===== src/rtl/message_segmenter_crc32_macros.svh =====
// Assertion macros used by the segmenter back end.
// Every check is clocked on aclk and is off while aresetn is low.
`ifndef MESSAGE_SEGMENTER_CRC32_MACROS_SVH
`define MESSAGE_SEGMENTER_CRC32_MACROS_SVH

`ifndef NO_ASSERTIONS

// The consequent must hold in the same cycle as the antecedent.
`define MSC_ASSERT_IMPL(label, ante, cons, msg) \
    label: assert property (@(posedge aclk) disable iff (!aresetn) (ante) |-> (cons)) \
        else $error(msg);

// The consequent must hold in the cycle after the antecedent.
`define MSC_ASSERT_NEXT(label, ante, cons, msg) \
    label: assert property (@(posedge aclk) disable iff (!aresetn) (ante) |=> (cons)) \
        else $error(msg);

`else

`define MSC_ASSERT_IMPL(label, ante, cons, msg)

`define MSC_ASSERT_NEXT(label, ante, cons, msg)

`endif

`endif


===== src/rtl/msc_pkg.sv =====
package msc_pkg;

    // Default geometry of the segmenter
    localparam int MAX_PACKET_DEF   = 512;
    localparam int HEADER_BYTES_DEF = 8;
    localparam int MAX_MESSAGE_DEF  = 32768;
    localparam int CHANNEL_BITS_DEF = 16;

    // Field widths
    localparam int DATA_W     = 8;
    localparam int LEN_W      = 16;
    localparam int CHAN_OUT_W = 16;
    localparam int IDX_W      = 8;
    localparam int CNT_W      = 8;
    localparam int PB_W       = 10;

    // Stream positions reach the message length plus the trailer
    localparam int POS_W = LEN_W + 1;

    // CRC-32 trailer
    localparam int          CRC_BYTES = 4;
    localparam int          STEP_W    = 3;
    localparam logic [31:0] CRC_POLY  = 32'hEDB8_8320;
    localparam logic [31:0] CRC_INIT  = 32'hFFFF_FFFF;

    // Queue between front and back
    localparam int FIFO_DEPTH = 4;

    // One classified message byte on its way to the back end
    typedef struct packed {
        logic [DATA_W-1:0]     data;
        logic [CHAN_OUT_W-1:0] chan;
        logic [POS_W-1:0]      idx;
        logic [POS_W-1:0]      off;
        logic [POS_W-1:0]      quot;
        logic [POS_W-1:0]      tm1;
        logic                  has_crc;
        logic [31:0]           crc;
    } msc_entry_t;

    // Reflected CRC-32 over one byte
    function automatic logic [31:0] crc32_byte(input logic [31:0] crc_in,
                                               input logic [DATA_W-1:0] data);
        logic [31:0] c;
        c = crc_in ^ {24'd0, data};
        for (int i = 0; i < DATA_W; i++) begin
            c = c[0] ? ((c >> 1) ^ CRC_POLY) : (c >> 1);
        end
        return c;
    endfunction

endpackage


===== src/rtl/msc_fifo.sv =====
module msc_fifo
    import msc_pkg::*;
#(
    parameter int DEPTH = FIFO_DEPTH
) (
    input  logic       aclk,
    input  logic       aresetn,
    input  logic       push_valid,
    output logic       push_ready,
    input  msc_entry_t push_data,
    output logic       pop_valid,
    input  logic       pop_ready,
    output msc_entry_t pop_data
);

    localparam int AW = (DEPTH > 1) ? $clog2(DEPTH) : 1;
    localparam int CW = $clog2(DEPTH + 1);

    msc_entry_t    mem_reg [DEPTH];
    logic [AW-1:0] wr_ptr_reg, wr_ptr_next;
    logic [AW-1:0] rd_ptr_reg, rd_ptr_next;
    logic [CW-1:0] count_reg, count_next;
    logic          push, pop;

    assign push_ready = count_reg != CW'(DEPTH);
    assign pop_valid  = count_reg != '0;
    assign pop_data   = mem_reg[rd_ptr_reg];
    assign push       = push_valid && push_ready;
    assign pop        = pop_valid && pop_ready;

    // Advance pointers with wrap at the depth
    always_comb begin
        wr_ptr_next = wr_ptr_reg;
        rd_ptr_next = rd_ptr_reg;
        if (push) begin
            wr_ptr_next = (wr_ptr_reg == AW'(DEPTH - 1)) ? '0 : wr_ptr_reg + AW'(1);
        end
        if (pop) begin
            rd_ptr_next = (rd_ptr_reg == AW'(DEPTH - 1)) ? '0 : rd_ptr_reg + AW'(1);
        end
        count_next = count_reg + CW'(push) - CW'(pop);
    end

    always_ff @(posedge aclk) begin
        if (!aresetn) begin
            wr_ptr_reg <= '0;
            rd_ptr_reg <= '0;
            count_reg  <= '0;
        end else begin
            wr_ptr_reg <= wr_ptr_next;
            rd_ptr_reg <= rd_ptr_next;
            count_reg  <= count_next;
        end
    end

    // Store the pushed entry
    always_ff @(posedge aclk) begin
        if (push) begin
            mem_reg[wr_ptr_reg] <= push_data;
        end
    end

endmodule


===== src/rtl/msc_front.sv =====
module msc_front
    import msc_pkg::*;
#(
    parameter int MAX_PACKET   = MAX_PACKET_DEF,
    parameter int HEADER_BYTES = HEADER_BYTES_DEF,
    parameter int MAX_MESSAGE  = MAX_MESSAGE_DEF,
    parameter int CHANNEL_BITS = CHANNEL_BITS_DEF
) (
    input  logic              aclk,
    input  logic              aresetn,
    input  logic [DATA_W-1:0] s_data_byte,
    input  logic [LEN_W-1:0]  s_message_bytes,
    input  logic              s_first_byte,
    input  logic              s_valid,
    output logic              s_ready,
    output logic              push_valid,
    input  logic              push_ready,
    output msc_entry_t        push_data
);

    localparam int PAYLOAD   = MAX_PACKET - HEADER_BYTES;
    localparam int OFF_W     = (PAYLOAD > 1) ? $clog2(PAYLOAD) : 1;
    localparam int RCP_SHIFT = POS_W + $clog2(PAYLOAD);
    localparam int MULT_W    = RCP_SHIFT + POS_W;
    localparam logic [63:0] RCP =
        ((64'd1 << RCP_SHIFT) + 64'(PAYLOAD) - 64'd1) / 64'(PAYLOAD);

    logic [31:0]             crc_reg, crc_next;
    logic [LEN_W-1:0]        seen_reg, seen_next;
    logic [CHANNEL_BITS-1:0] chan_cnt_reg, chan_cnt_next;
    logic [CHAN_OUT_W-1:0]   msg_chan_reg, msg_chan_next;
    logic [POS_W-1:0]        idx_reg, idx_next;
    logic [OFF_W-1:0]        off_reg, off_next;
    logic                    drop_reg, drop_next;

    logic [LEN_W-1:0]        len_fix;
    logic                    oversize;
    logic                    emit;
    logic                    take;
    logic [LEN_W-1:0]        pos, pos_inc;
    logic [POS_W-1:0]        idx;
    logic [OFF_W-1:0]        off;
    logic                    wrap;
    logic [POS_W-1:0]        idx_adv;
    logic [OFF_W-1:0]        off_adv;
    logic [31:0]             crc_base, crc_new;
    logic [CHAN_OUT_W-1:0]   chan;
    logic [31:0]             chan_ext;
    logic [POS_W-1:0]        tm1;
    logic [MULT_W-1:0]       prod;

    assign s_ready  = push_ready;
    assign take     = s_valid && s_ready;
    assign chan_ext = 32'(chan_cnt_reg);

    // Classify the byte and compute its stream position
    always_comb begin
        len_fix  = (s_message_bytes == '0) ? LEN_W'(1) : s_message_bytes;
        oversize = 32'(len_fix) > 32'(MAX_MESSAGE);
        if (s_first_byte) begin
            emit     = !oversize;
            pos      = '0;
            idx      = '0;
            off      = '0;
            crc_base = CRC_INIT;
            chan     = chan_ext[CHAN_OUT_W-1:0];
        end else begin
            emit     = !drop_reg && (seen_reg != '0) && (seen_reg < len_fix);
            pos      = seen_reg;
            idx      = idx_reg;
            off      = off_reg;
            crc_base = crc_reg;
            chan     = msg_chan_reg;
        end
        crc_new = crc32_byte(crc_base, s_data_byte);
        pos_inc = pos + LEN_W'(1);
        wrap    = off == OFF_W'(PAYLOAD - 1);
        off_adv = wrap ? '0 : off + OFF_W'(1);
        idx_adv = wrap ? idx + POS_W'(1) : idx;
        // Packet count minus one: (length + 3) / payload by reciprocal
        tm1     = POS_W'(len_fix) + POS_W'(3);
        prod    = MULT_W'(tm1) * MULT_W'(RCP);
    end

    // Hand the classified byte to the queue
    always_comb begin
        push_valid        = take && emit;
        push_data.data    = s_data_byte;
        push_data.chan    = chan;
        push_data.idx     = idx;
        push_data.off     = POS_W'(off);
        push_data.quot    = prod[RCP_SHIFT +: POS_W];
        push_data.tm1     = tm1;
        push_data.has_crc = pos_inc == len_fix;
        push_data.crc     = ~crc_new;
    end

    // Update the message state
    always_comb begin
        crc_next      = crc_reg;
        seen_next     = seen_reg;
        chan_cnt_next = chan_cnt_reg;
        msg_chan_next = msg_chan_reg;
        idx_next      = idx_reg;
        off_next      = off_reg;
        drop_next     = drop_reg;
        if (take) begin
            if (s_first_byte) begin
                drop_next = oversize;
                if (oversize) begin
                    seen_next = '0;
                    crc_next  = CRC_INIT;
                    idx_next  = '0;
                    off_next  = '0;
                end else begin
                    seen_next     = pos_inc;
                    crc_next      = crc_new;
                    idx_next      = idx_adv;
                    off_next      = off_adv;
                    chan_cnt_next = chan_cnt_reg + CHANNEL_BITS'(1);
                    msg_chan_next = chan;
                end
            end else if (emit) begin
                seen_next = pos_inc;
                crc_next  = crc_new;
                idx_next  = idx_adv;
                off_next  = off_adv;
            end
        end
    end

    always_ff @(posedge aclk) begin
        if (!aresetn) begin
            crc_reg      <= CRC_INIT;
            seen_reg     <= '0;
            chan_cnt_reg <= '0;
            idx_reg      <= '0;
            off_reg      <= '0;
            drop_reg     <= 1'b0;
        end else begin
            crc_reg      <= crc_next;
            seen_reg     <= seen_next;
            chan_cnt_reg <= chan_cnt_next;
            idx_reg      <= idx_next;
            off_reg      <= off_next;
            drop_reg     <= drop_next;
        end
    end

    // Hold the open message's channel
    always_ff @(posedge aclk) begin
        msg_chan_reg <= msg_chan_next;
    end

endmodule


===== src/rtl/msc_back.sv =====
`include "message_segmenter_crc32_macros.svh"

module msc_back
    import msc_pkg::*;
#(
    parameter int MAX_PACKET   = MAX_PACKET_DEF,
    parameter int HEADER_BYTES = HEADER_BYTES_DEF
) (
    input  logic                  aclk,
    input  logic                  aresetn,
    input  logic                  pop_valid,
    output logic                  pop_ready,
    input  msc_entry_t            pop_data,
    output logic [DATA_W-1:0]     m_out_byte,
    output logic [CHAN_OUT_W-1:0] m_channel,
    output logic [IDX_W-1:0]      m_packet_index,
    output logic [CNT_W-1:0]      m_packet_count,
    output logic [PB_W-1:0]       m_packet_bytes,
    output logic                  m_is_checksum,
    output logic                  m_packet_end,
    output logic                  m_last_of_run,
    output logic                  m_valid,
    input  logic                  m_ready
);

    localparam int PAYLOAD = MAX_PACKET - HEADER_BYTES;
    localparam int OFF_W   = (PAYLOAD > 1) ? $clog2(PAYLOAD) : 1;
    localparam int QP_W    = 2 * POS_W;
    localparam int SIZE_W  = $clog2(MAX_PACKET + 1);

    // Current entry
    logic                  cur_valid_reg, cur_valid_next;
    logic [STEP_W-1:0]     step_reg, step_next;
    logic [DATA_W-1:0]     cur_data_reg, cur_data_next;
    logic [CHAN_OUT_W-1:0] cur_chan_reg, cur_chan_next;
    logic [POS_W-1:0]      cur_idx_reg, cur_idx_next;
    logic [OFF_W-1:0]      cur_off_reg, cur_off_next;
    logic [POS_W-1:0]      cur_quot_reg, cur_quot_next;
    logic [OFF_W-1:0]      cur_rem_reg, cur_rem_next;
    logic                  cur_has_crc_reg, cur_has_crc_next;
    logic [31:0]           cur_crc_reg, cur_crc_next;

    // Output register
    logic                  m_valid_reg, m_valid_next;
    logic [DATA_W-1:0]     m_out_byte_reg, m_out_byte_next;
    logic [CHAN_OUT_W-1:0] m_channel_reg, m_channel_next;
    logic [IDX_W-1:0]      m_packet_index_reg, m_packet_index_next;
    logic [CNT_W-1:0]      m_packet_count_reg, m_packet_count_next;
    logic [PB_W-1:0]       m_packet_bytes_reg, m_packet_bytes_next;
    logic                  m_is_checksum_reg, m_is_checksum_next;
    logic                  m_packet_end_reg, m_packet_end_next;
    logic                  m_last_of_run_reg, m_last_of_run_next;

    logic                  emit, emit_last, load;
    logic                  trailer, last_step, res_last, off_wrap;
    logic [1:0]            crc_sel;
    logic [QP_W-1:0]       qp;
    logic [POS_W-1:0]      rem_full;
    logic [POS_W-1:0]      cnt_full;
    logic [SIZE_W-1:0]     last_size, size_full;
    logic [31:0]           size_ext;

    assign m_valid        = m_valid_reg;
    assign m_out_byte     = m_out_byte_reg;
    assign m_channel      = m_channel_reg;
    assign m_packet_index = m_packet_index_reg;
    assign m_packet_count = m_packet_count_reg;
    assign m_packet_bytes = m_packet_bytes_reg;
    assign m_is_checksum  = m_is_checksum_reg;
    assign m_packet_end   = m_packet_end_reg;
    assign m_last_of_run  = m_last_of_run_reg;

    // Sequence control: one result per cycle while the output slot is free
    always_comb begin
        trailer   = step_reg != '0;
        last_step = step_reg == STEP_W'(CRC_BYTES);
        res_last  = last_step || (!trailer && !cur_has_crc_reg);
        emit      = cur_valid_reg && (!m_valid_reg || m_ready);
        emit_last = emit && res_last;
        pop_ready = !cur_valid_reg || emit_last;
        load      = pop_valid && pop_ready;
        off_wrap  = cur_off_reg == OFF_W'(PAYLOAD - 1);
        crc_sel   = 2'(step_reg - STEP_W'(1));
        // Size of the last packet from the remainder of (length + 3) / payload
        qp        = QP_W'(pop_data.quot) * QP_W'(PAYLOAD);
        rem_full  = pop_data.tm1 - qp[POS_W-1:0];
    end

    // Result fields of the current step
    always_comb begin
        cnt_full  = cur_quot_reg + POS_W'(1);
        last_size = SIZE_W'(cur_rem_reg) + SIZE_W'(1) + SIZE_W'(HEADER_BYTES);
        size_full = (cur_idx_reg < cur_quot_reg) ? SIZE_W'(MAX_PACKET) : last_size;
        size_ext  = 32'(size_full);

        m_out_byte_next     = trailer ? cur_crc_reg[8 * crc_sel +: 8] : cur_data_reg;
        m_channel_next      = cur_chan_reg;
        m_packet_index_next = cur_idx_reg[IDX_W-1:0];
        m_packet_count_next = cnt_full[CNT_W-1:0];
        m_packet_bytes_next = size_ext[PB_W-1:0];
        m_is_checksum_next  = trailer;
        m_packet_end_next   = off_wrap || last_step;
        m_last_of_run_next  = res_last;
        m_valid_next        = emit ? 1'b1 : (m_ready ? 1'b0 : m_valid_reg);
    end

    // Advance through the entry, then take the next one from the queue
    always_comb begin
        cur_valid_next   = cur_valid_reg;
        step_next        = step_reg;
        cur_data_next    = cur_data_reg;
        cur_chan_next    = cur_chan_reg;
        cur_idx_next     = cur_idx_reg;
        cur_off_next     = cur_off_reg;
        cur_quot_next    = cur_quot_reg;
        cur_rem_next     = cur_rem_reg;
        cur_has_crc_next = cur_has_crc_reg;
        cur_crc_next     = cur_crc_reg;
        if (emit) begin
            if (res_last) begin
                cur_valid_next = 1'b0;
            end else begin
                step_next    = step_reg + STEP_W'(1);
                cur_off_next = off_wrap ? '0 : cur_off_reg + OFF_W'(1);
                cur_idx_next = off_wrap ? cur_idx_reg + POS_W'(1) : cur_idx_reg;
            end
        end
        if (load) begin
            cur_valid_next   = 1'b1;
            step_next        = '0;
            cur_data_next    = pop_data.data;
            cur_chan_next    = pop_data.chan;
            cur_idx_next     = pop_data.idx;
            cur_off_next     = pop_data.off[OFF_W-1:0];
            cur_quot_next    = pop_data.quot;
            cur_rem_next     = rem_full[OFF_W-1:0];
            cur_has_crc_next = pop_data.has_crc;
            cur_crc_next     = pop_data.crc;
        end
    end

    always_ff @(posedge aclk) begin
        if (!aresetn) begin
            cur_valid_reg <= 1'b0;
            step_reg      <= '0;
            m_valid_reg   <= 1'b0;
        end else begin
            cur_valid_reg <= cur_valid_next;
            step_reg      <= step_next;
            m_valid_reg   <= m_valid_next;
        end
    end

    // Hold payload of the current entry
    always_ff @(posedge aclk) begin
        cur_data_reg    <= cur_data_next;
        cur_chan_reg    <= cur_chan_next;
        cur_idx_reg     <= cur_idx_next;
        cur_off_reg     <= cur_off_next;
        cur_quot_reg    <= cur_quot_next;
        cur_rem_reg     <= cur_rem_next;
        cur_has_crc_reg <= cur_has_crc_next;
        cur_crc_reg     <= cur_crc_next;
    end

    // Capture a result into the output register
    always_ff @(posedge aclk) begin
        if (emit) begin
            m_out_byte_reg     <= m_out_byte_next;
            m_channel_reg      <= m_channel_next;
            m_packet_index_reg <= m_packet_index_next;
            m_packet_count_reg <= m_packet_count_next;
            m_packet_bytes_reg <= m_packet_bytes_next;
            m_is_checksum_reg  <= m_is_checksum_next;
            m_packet_end_reg   <= m_packet_end_next;
            m_last_of_run_reg  <= m_last_of_run_next;
        end
    end

    `MSC_ASSERT_IMPL(a_step_range, cur_valid_reg, step_reg <= STEP_W'(CRC_BYTES), "step past trailer")
    `MSC_ASSERT_IMPL(a_trailer_needs_crc, cur_valid_reg && trailer, cur_has_crc_reg, "trailer without crc")
    `MSC_ASSERT_NEXT(a_run_continues, emit && !emit_last, cur_valid_reg && trailer, "run cut short")
    `MSC_ASSERT_IMPL(a_trailer_ends_packet, m_valid_reg && m_is_checksum_reg && m_last_of_run_reg, m_packet_end_reg, "last crc byte not packet end")

endmodule


===== src/rtl/message_segmenter_crc32.sv =====
// Channel   Direction  Handshake          Payload
// s_        in         s_valid / s_ready  s_data_byte, s_message_bytes, s_first_byte
// m_        out        m_valid / m_ready  m_out_byte, m_channel, m_packet_index,
//                                         m_packet_count, m_packet_bytes, m_is_checksum,
//                                         m_packet_end, m_last_of_run
//
// One input byte per cycle while the queue has room; the last byte of a message holds the back end
// for five results (the byte and four CRC bytes), which its one-result-per-cycle sequencer emits in turn.
// The first result of an input passes through the queue and the current-entry register to the m_ output register.
// s_ready drops only when the four-entry queue is full; m_ready low holds the output register.
// Reset is synchronous on aresetn low and needs no clearing pass.
module message_segmenter_crc32
    import msc_pkg::*;
#(
    parameter int MAX_PACKET   = MAX_PACKET_DEF,
    parameter int HEADER_BYTES = HEADER_BYTES_DEF,
    parameter int MAX_MESSAGE  = MAX_MESSAGE_DEF,
    parameter int CHANNEL_BITS = CHANNEL_BITS_DEF
) (
    input  logic                  aclk,
    input  logic                  aresetn,
    input  logic [DATA_W-1:0]     s_data_byte,
    input  logic [LEN_W-1:0]      s_message_bytes,
    input  logic                  s_first_byte,
    input  logic                  s_valid,
    output logic                  s_ready,
    output logic [DATA_W-1:0]     m_out_byte,
    output logic [CHAN_OUT_W-1:0] m_channel,
    output logic [IDX_W-1:0]      m_packet_index,
    output logic [CNT_W-1:0]      m_packet_count,
    output logic [PB_W-1:0]       m_packet_bytes,
    output logic                  m_is_checksum,
    output logic                  m_packet_end,
    output logic                  m_last_of_run,
    output logic                  m_valid,
    input  logic                  m_ready
);

    logic       push_valid, push_ready;
    logic       pop_valid, pop_ready;
    msc_entry_t push_data, pop_data;

    // Accept and classify bytes, run the CRC
    msc_front #(
        .MAX_PACKET   (MAX_PACKET),
        .HEADER_BYTES (HEADER_BYTES),
        .MAX_MESSAGE  (MAX_MESSAGE),
        .CHANNEL_BITS (CHANNEL_BITS)
    ) u_front (
        .aclk            (aclk),
        .aresetn         (aresetn),
        .s_data_byte     (s_data_byte),
        .s_message_bytes (s_message_bytes),
        .s_first_byte    (s_first_byte),
        .s_valid         (s_valid),
        .s_ready         (s_ready),
        .push_valid      (push_valid),
        .push_ready      (push_ready),
        .push_data       (push_data)
    );

    // Decouple front and back
    msc_fifo #(
        .DEPTH (FIFO_DEPTH)
    ) u_fifo (
        .aclk       (aclk),
        .aresetn    (aresetn),
        .push_valid (push_valid),
        .push_ready (push_ready),
        .push_data  (push_data),
        .pop_valid  (pop_valid),
        .pop_ready  (pop_ready),
        .pop_data   (pop_data)
    );

    // Emit message bytes and CRC trailers with packet metadata
    msc_back #(
        .MAX_PACKET   (MAX_PACKET),
        .HEADER_BYTES (HEADER_BYTES)
    ) u_back (
        .aclk           (aclk),
        .aresetn        (aresetn),
        .pop_valid      (pop_valid),
        .pop_ready      (pop_ready),
        .pop_data       (pop_data),
        .m_out_byte     (m_out_byte),
        .m_channel      (m_channel),
        .m_packet_index (m_packet_index),
        .m_packet_count (m_packet_count),
        .m_packet_bytes (m_packet_bytes),
        .m_is_checksum  (m_is_checksum),
        .m_packet_end   (m_packet_end),
        .m_last_of_run  (m_last_of_run),
        .m_valid        (m_valid),
        .m_ready        (m_ready)
    );

endmodule


===== config.mk =====
export PLATFORM = sky130hd
export DESIGN_NAME = message_segmenter_crc32
export DESIGN_NICKNAME = d
export VERILOG_FILES = /design/src/rtl/msc_pkg.sv /design/src/rtl/msc_fifo.sv /design/src/rtl/msc_front.sv /design/src/rtl/msc_back.sv /design/src/rtl/message_segmenter_crc32.sv
export VERILOG_INCLUDE_DIRS = /design/src /design/src/rtl
export SDC_FILE = /design/constraint.sdc
export NUM_CORES = 1
export LEC_CHECK = 0
export ABC_AREA = 0
export BUFFER_PORTS_ARGS = -buffer_cell sky130_fd_sc_hd__buf_2
export CORE_MARGIN = 2
export CORE_UTILIZATION = 65
export DETAILED_ROUTE_END_ITERATION = 12
export PLACE_DENSITY = 0.95
export SKIP_LAST_GASP = 1
export SLEW_MARGIN = 20
export SYNTH_ARGS = -nofsm -noshare
export SYNTH_HDL_FRONTEND = slang
export SYNTH_SLANG_ARGS = --single-unit

===== constraint.sdc =====
create_clock -name aclk -period 12.8 [get_ports aclk]
set_clock_uncertainty 0.2 [all_clocks]
set_input_delay 2.56 -clock aclk [delete_from_list [all_inputs] [get_ports aclk]]
set_output_delay 2.56 -clock aclk [all_outputs]
set_load 0.02 [all_outputs]

## Word-level counts from Yosys, hierarchy flattened

Memory sizes are Yosys's and may differ from the RTL's. A register that Yosys moved wholly into a read port is not among the register bits.
Cells that the tools add are included.

| cells by class | value |
|---|---|
| multiplexer cells | 49 |
| $mul | 2 |
| eq/ne operators | 8 |
| reduce and logical (&&, ||, !) cells | 36 |
| order comparisons | 3 |
| shifts and indexed selects | 1 |
| bitwise logic cells | 13 |
| add/subtract/negate cells | 17 |

Operators by type and width:

| operator | number |
|---|---|
| 32-bit 2-to-1 mux | 12 |
| 17-bit 2-to-1 mux | 9 |
| 13-bit inverter with 14-bit output | 8 |
| 16-bit 2-to-1 mux | 6 |
| 9-bit 2-to-1 mux | 9 |
| 17-bit by 18-bit multiplier with 35-bit output (second input constant) | 1 |
| 17-bit by 1-bit adder with 17-bit output (second input constant) | 2 |
| 16-bit by 1-bit adder with 16-bit output (second input constant) | 2 |
| 32-bit inverter | 1 |
| 32-bit by 6-bit indexed part select with 8-bit output | 1 |
| 32-bit by 8-bit bitwise XOR with 32-bit output | 1 |
| 9-bit by 1-bit adder with 9-bit output (second input constant) | 2 |
| 9-bit equality test (second input constant) | 2 |
| 16-bit by 2-bit adder with 17-bit output (second input constant) | 1 |
| 17-bit less-than comparator | 1 |
| 17-bit by 6-bit multiplier with 6-bit output (second input constant) | 1 |
| 16-bit equality test | 1 |
| 16-bit > comparator (second input constant) | 1 |
| 16-bit logical NOT | 1 |
| 16-bit less-than comparator | 1 |
| 16-bit nonzero test | 1 |
| 10-bit by 4-bit adder with 10-bit output (second input constant) | 1 |
| 9-bit by 1-bit adder with 10-bit output (second input constant) | 1 |
| 2-bit AND reduction | 5 |
| 22 further kinds | 58 |

| storage, ports and cells | value |
|---|---|
| register bits after elaboration | 281 |
| output and inout bits | 55 |
| memories | 1 |
| word-level logic and storage cells | 159 |
| bits in writable memories | 436 |

Memories:

| memory | depth | width | read ports | clocked after memory_dff | wr ports | RTL line | source |
|---|---|---|---|---|---|---|---|
| u_fifo.mem_reg | 4 | 109 | 1 | 1 | 1 | msc_fifo.sv:19 | `msc_entry_t mem_reg [DEPTH];` |

## Longest topological paths before layout

| depth | value |
|---|---|
| word-level depth | 20 |
| depth in mapped cells | 24 |

## Cells and area by module

A second synthesis with hierarchy kept.

| unflattened totals | value |
|---|---|
| cells, all modules | 2328 |
| area total of the unflattened synthesis | 35342.6 µm² |

Modules (own cells, without submodules):

| module | seq. area each (µm²) | area an instance (µm²) | times used | cells an instance |
|---|---|---|---|---|
| msc_fifo | 15194.6 | 18515.3 | 1 | 705 |
| msc_front | 2302.2 | 9482.8 | 1 | 1129 |
| msc_back | 4964.8 | 7344.5 | 1 | 494 |

## Worst setup path after synthesis

Ideal clock, no wire load.

| timing | value |
|---|---|
| path kind | input-to-reg |
| start point | input port s_message_bytes[1] |
| end point | memory u_fifo.mem_reg[0][57] (netlist bit), data pin |
| setup slack | 5212 ps |
| library setup time | 268 ps |
| data required time | 12332 ps |
| path buffers | 1 |
| arrival | 7120 ps |
| stages | 23 |
| cells stage by stage | buf_2 > o2111a_1 > nand3_1 > nor3_2 > nand4_1 > nor2_1 > nand2_1 > nor3_1 > ha_1 > ha_1 > inv_1 > fa_1 > fa_1 > inv_1 > ha_1 > ha_1 > a21oi_1 > o21ai_0 > nand3_1 > a31oi_1 > o31ai_1 > o21ai_1 > maj3_2 |

RTL lines:

| item | RTL line | source |
|---|---|---|
| start, declared | message_segmenter_crc32.sv:23 | `input logic [LEN_W-1:0] s_message_bytes,` |
| end, declared | msc_fifo.sv:19 |  |

==> results.sh <==
export IMPL_relSlewSlack_pct=22.6
export IMPL_synth_cells=1984
export IMPL_drc_errors=0
export IMPL_h_tree_depth=3
export IMPL_synth_area_leaders="edfxtp_1, mux4_2, dfxtp_1, ha_1, xnor2_1"
export IMPL_vias_per_cell=6.91
export IMPL_drt_iter0_drc=2466
export IMPL_die_width_um=221
export IMPL_vias=18962
export IMPL_drv_cap=0
export IMPL_start_util_pct=65.8
export IMPL_avgRoutedWirePerCell_um=27.5
export IMPL_cp_start_kind="primary input"
export IMPL_fin_crit_sh_pct=61.0
export IMPL_setup_viol=0
export IMPL_finalWeightedCongestion=0.893
export IMPL_synth_distinct_cells=83
export IMPL_path_buf_inv=3
export IMPL_layout_nets=2264
export IMPL_hold_path_depth=0
export IMPL_worstSetupPathType="primary input to register"
export IMPL_coreArea_mm2=0.0465
export IMPL_clock_latency_ns=0.62
export IMPL_hold_start="u_back.cur_chan_reg[3]"
export IMPL_synthMostInstantiatedCell="edfxtp_1"
export IMPL_cp_max_fo=8
export IMPL_hold_path_endpoint="u_back.m_channel[3]"
export IMPL_antenna_cells=0
export IMPL_slew_violations=0
export IMPL_io_buffers=83
export IMPL_clkSinkCount=679
export IMPL_cp_common_cell="ha_1"
export IMPL_area_growth_synth_to_final_pct=10.7
export IMPL_avgSynthCellArea_um2=15.4
export IMPL_clockBufferDepth=3
export IMPL_grt_max_degree=80
export IMPL_seq_area_frac_synth_pct=63.3
export IMPL_dieArea_mm2=0.0488
export IMPL_ys_flop_type="edfxtp_1"
export IMPL_ant_nets=0
export IMPL_cp_arrival_ns=7.94
export IMPL_cts_tree="built"
export IMPL_antenna_found_initial=2
export IMPL_synth_top_area_share_pct=56.4
export IMPL_fin_crit_ns=7.80
export IMPL_synthArstFlopShare_pct=0
export IMPL_ys_warn_count=0
export IMPL_path_clk_slew_ns=0.06
export IMPL_setup_worst_path_end_class="register"
export IMPL_cpPeakStageDelay_ns=0.55
export IMPL_ios=84
export IMPL_largest_reg_flops=404
export IMPL_total_leakage_power_nw=12.1
export IMPL_ir_drop_uv=146
export IMPL_grt_pass1_vias=19194
export IMPL_grt_pass1_wl_um=116000
export IMPL_power_density_mw_per_mm2=226
export IMPL_status="completed"
export IMPL_fin_tns_setup_ns=0
export IMPL_cts_hold_buf=0
export IMPL_cts_resized=0
export IMPL_rows=79
export IMPL_synth_edf_count=574
export IMPL_worstPathCellList="buf_2, o2111a_1, nand3_1, nor3_2, nand4_1, nor2_1, nand2_1, nor3_1, ha_1, ha_1, inv_1, fa_1, fa_1, inv_1, ha_1, ha_1, a21oi_1, o21bai_1, a311oi_1, a31oi_1, o31ai_1, o21ai_1, maj3_2"
export IMPL_regToRegSetupSlack_ns=7.19
export IMPL_synth_common_cells="edfxtp_1, ha_1, xnor2_1, mux4_2, dfxtp_1"
export IMPL_rr_worst_depth=12
export IMPL_routed_wl_um=75600
export IMPL_fmax_mhz=128
export IMPL_dr_pass1_iters=6
export IMPL_ff_latch_area_mm2=0.0193
export IMPL_rsz0062_at_grt="false"
export IMPL_hold_path_class="register to register"
export IMPL_grt_usage_pct=31.1
export IMPL_ys_ff_latch=679
export IMPL_cts_root_buf="clkbuf_16"
export IMPL_n_fill_cell=2446
export IMPL_r2r_end="u_back.cur_rem_reg[8]"
export IMPL_grt_overflow=0
export IMPL_final_util_pct=72.8
export IMPL_dp_hpwl_um=41700
export IMPL_drive_gt1_share_pct=18.3
export IMPL_critical_path_slowest_cell="fa_1"
export IMPL_cpLargestDelayFamily="adder cells"
export IMPL_critPathRequiredTime_ns=12.93
export IMPL_hold_viol_final=0
export IMPL_multi_input_comb_area_mm2=0.0106
export IMPL_die_h_um=221
export IMPL_synth_top_area_cell="edfxtp_1"
export IMPL_syn_area_mm2=0.0306
export IMPL_cts_buffers=66
export IMPL_post_cts_buffers=0
export IMPL_worst_pin_slew_ns=1.15
[final cells by class]
| cell class | count | share of cell area [%] |
|---|---|---|
| inverters | 91 | 1.02 |
| multi-input cells | 1144 | 31.4 |
| well taps | 607 | 2.24 |
| repair buffers | 102 | 1.70 |
| flip-flops and latches | 679 | 57.2 |
| clock inverters | 23 | 0.699 |
| clock buffers | 99 | 5.76 |
[routing by layer]
metal  GRT usage [%]  vias up  wire length [um]
li1                -     7753                 -
met1            40.1     9448             27200
met2            50.3     1436             36400
met3            6.53      321              7900
met4            16.0        4              4040
met5               0        -                21
[worst reg2reg max path: cells and delay by family (launching register included)]
family                     cells  cell delay (ns)
adders and majority gates      4             1.79
xor gates and xnor gates       5             0.97
DFF                            1             0.85
muxes                          1             0.77
buffers and inverters          2             0.74
[through the flow]
step | setup slack [ns] | instance area, um^2 | hold slack [ns] | cells | total power [mW]
after floorplan | 5.21 | 30600 | 0.200 | 1987 | 4.85
after global placement | 4.59 | 31600 | 0.207 | 2622 | 5.32
after detailed placement | 4.48 | 31600 | 0.208 | 2622 | 5.53
after CTS | 5.07 | 33800 | 0.225 | 2744 | 7.59
after global routing | 4.61 | 33800 | 0.240 | 2745 | 7.90
final | 5.00 | 33800 | 0.226 | 2745 | 7.64
[cell usage in the layout, fill, tap and decap left out, types with 40 or more instances in the layout]
master / instances
ha_1: 132
xnor2_1: 122
clkbuf_16: 68
nand3_1: 50
nor2_1: 81
o21ai_0: 61
inv_1: 89
nand2_1: 81
dfxtp_1: 103
buf_2: 82
xor2_1: 50
nor2b_1: 43
a21oi_1: 40
edfxtp_1: 574
mux4_2: 109
[cell families (layout without fill, tap and decap cells)]
kind of cell | after synthesis | count (layout) | synth area share (%)
adders and majority gates | 152 | 152 | 6.69
buffers and inverters | 164 | 315 | 2.15
other | 1 | 4 | 0.0123
and+or+nand+nor | 414 | 414 | 7.55
AOI/OAI and AO/OA | 251 | 251 | 5.59
DFF | 679 | 679 | 63.3
muxes | 136 | 136 | 9.02
xor gates and xnor gates | 187 | 187 | 5.72
[power by group]
| part | internal [mW] | switching [mW] | leakage [nW] |
|---|---|---|---|
| sequential | 3.05 | 0.263 | 6.24 |
| combinational | 0.933 | 1.43 | 4.76 |
| clock | 1.12 | 0.835 | 1.07 |
[worst max path at each step]
stage	start	to	slack, ns	cells after the start
5_1_grt	s_message_bytes[1]	u_fifo.mem_reg[0][57]	4.61	23
3_5_place_dp	s_message_bytes[1]	u_fifo.mem_reg[0][57]	4.48	23
2_1_floorplan	s_message_bytes[1]	u_fifo.mem_reg[0][57]	5.21	23
6_report	s_message_bytes[1]	u_fifo.mem_reg[2][57]	5.00	23
3_3_place_gp	s_message_bytes[1]	u_fifo.mem_reg[0][57]	4.59	23
4_1_cts	s_message_bytes[1]	u_fifo.mem_reg[0][57]	5.07	23
Power figures use the tool's default switching activity.
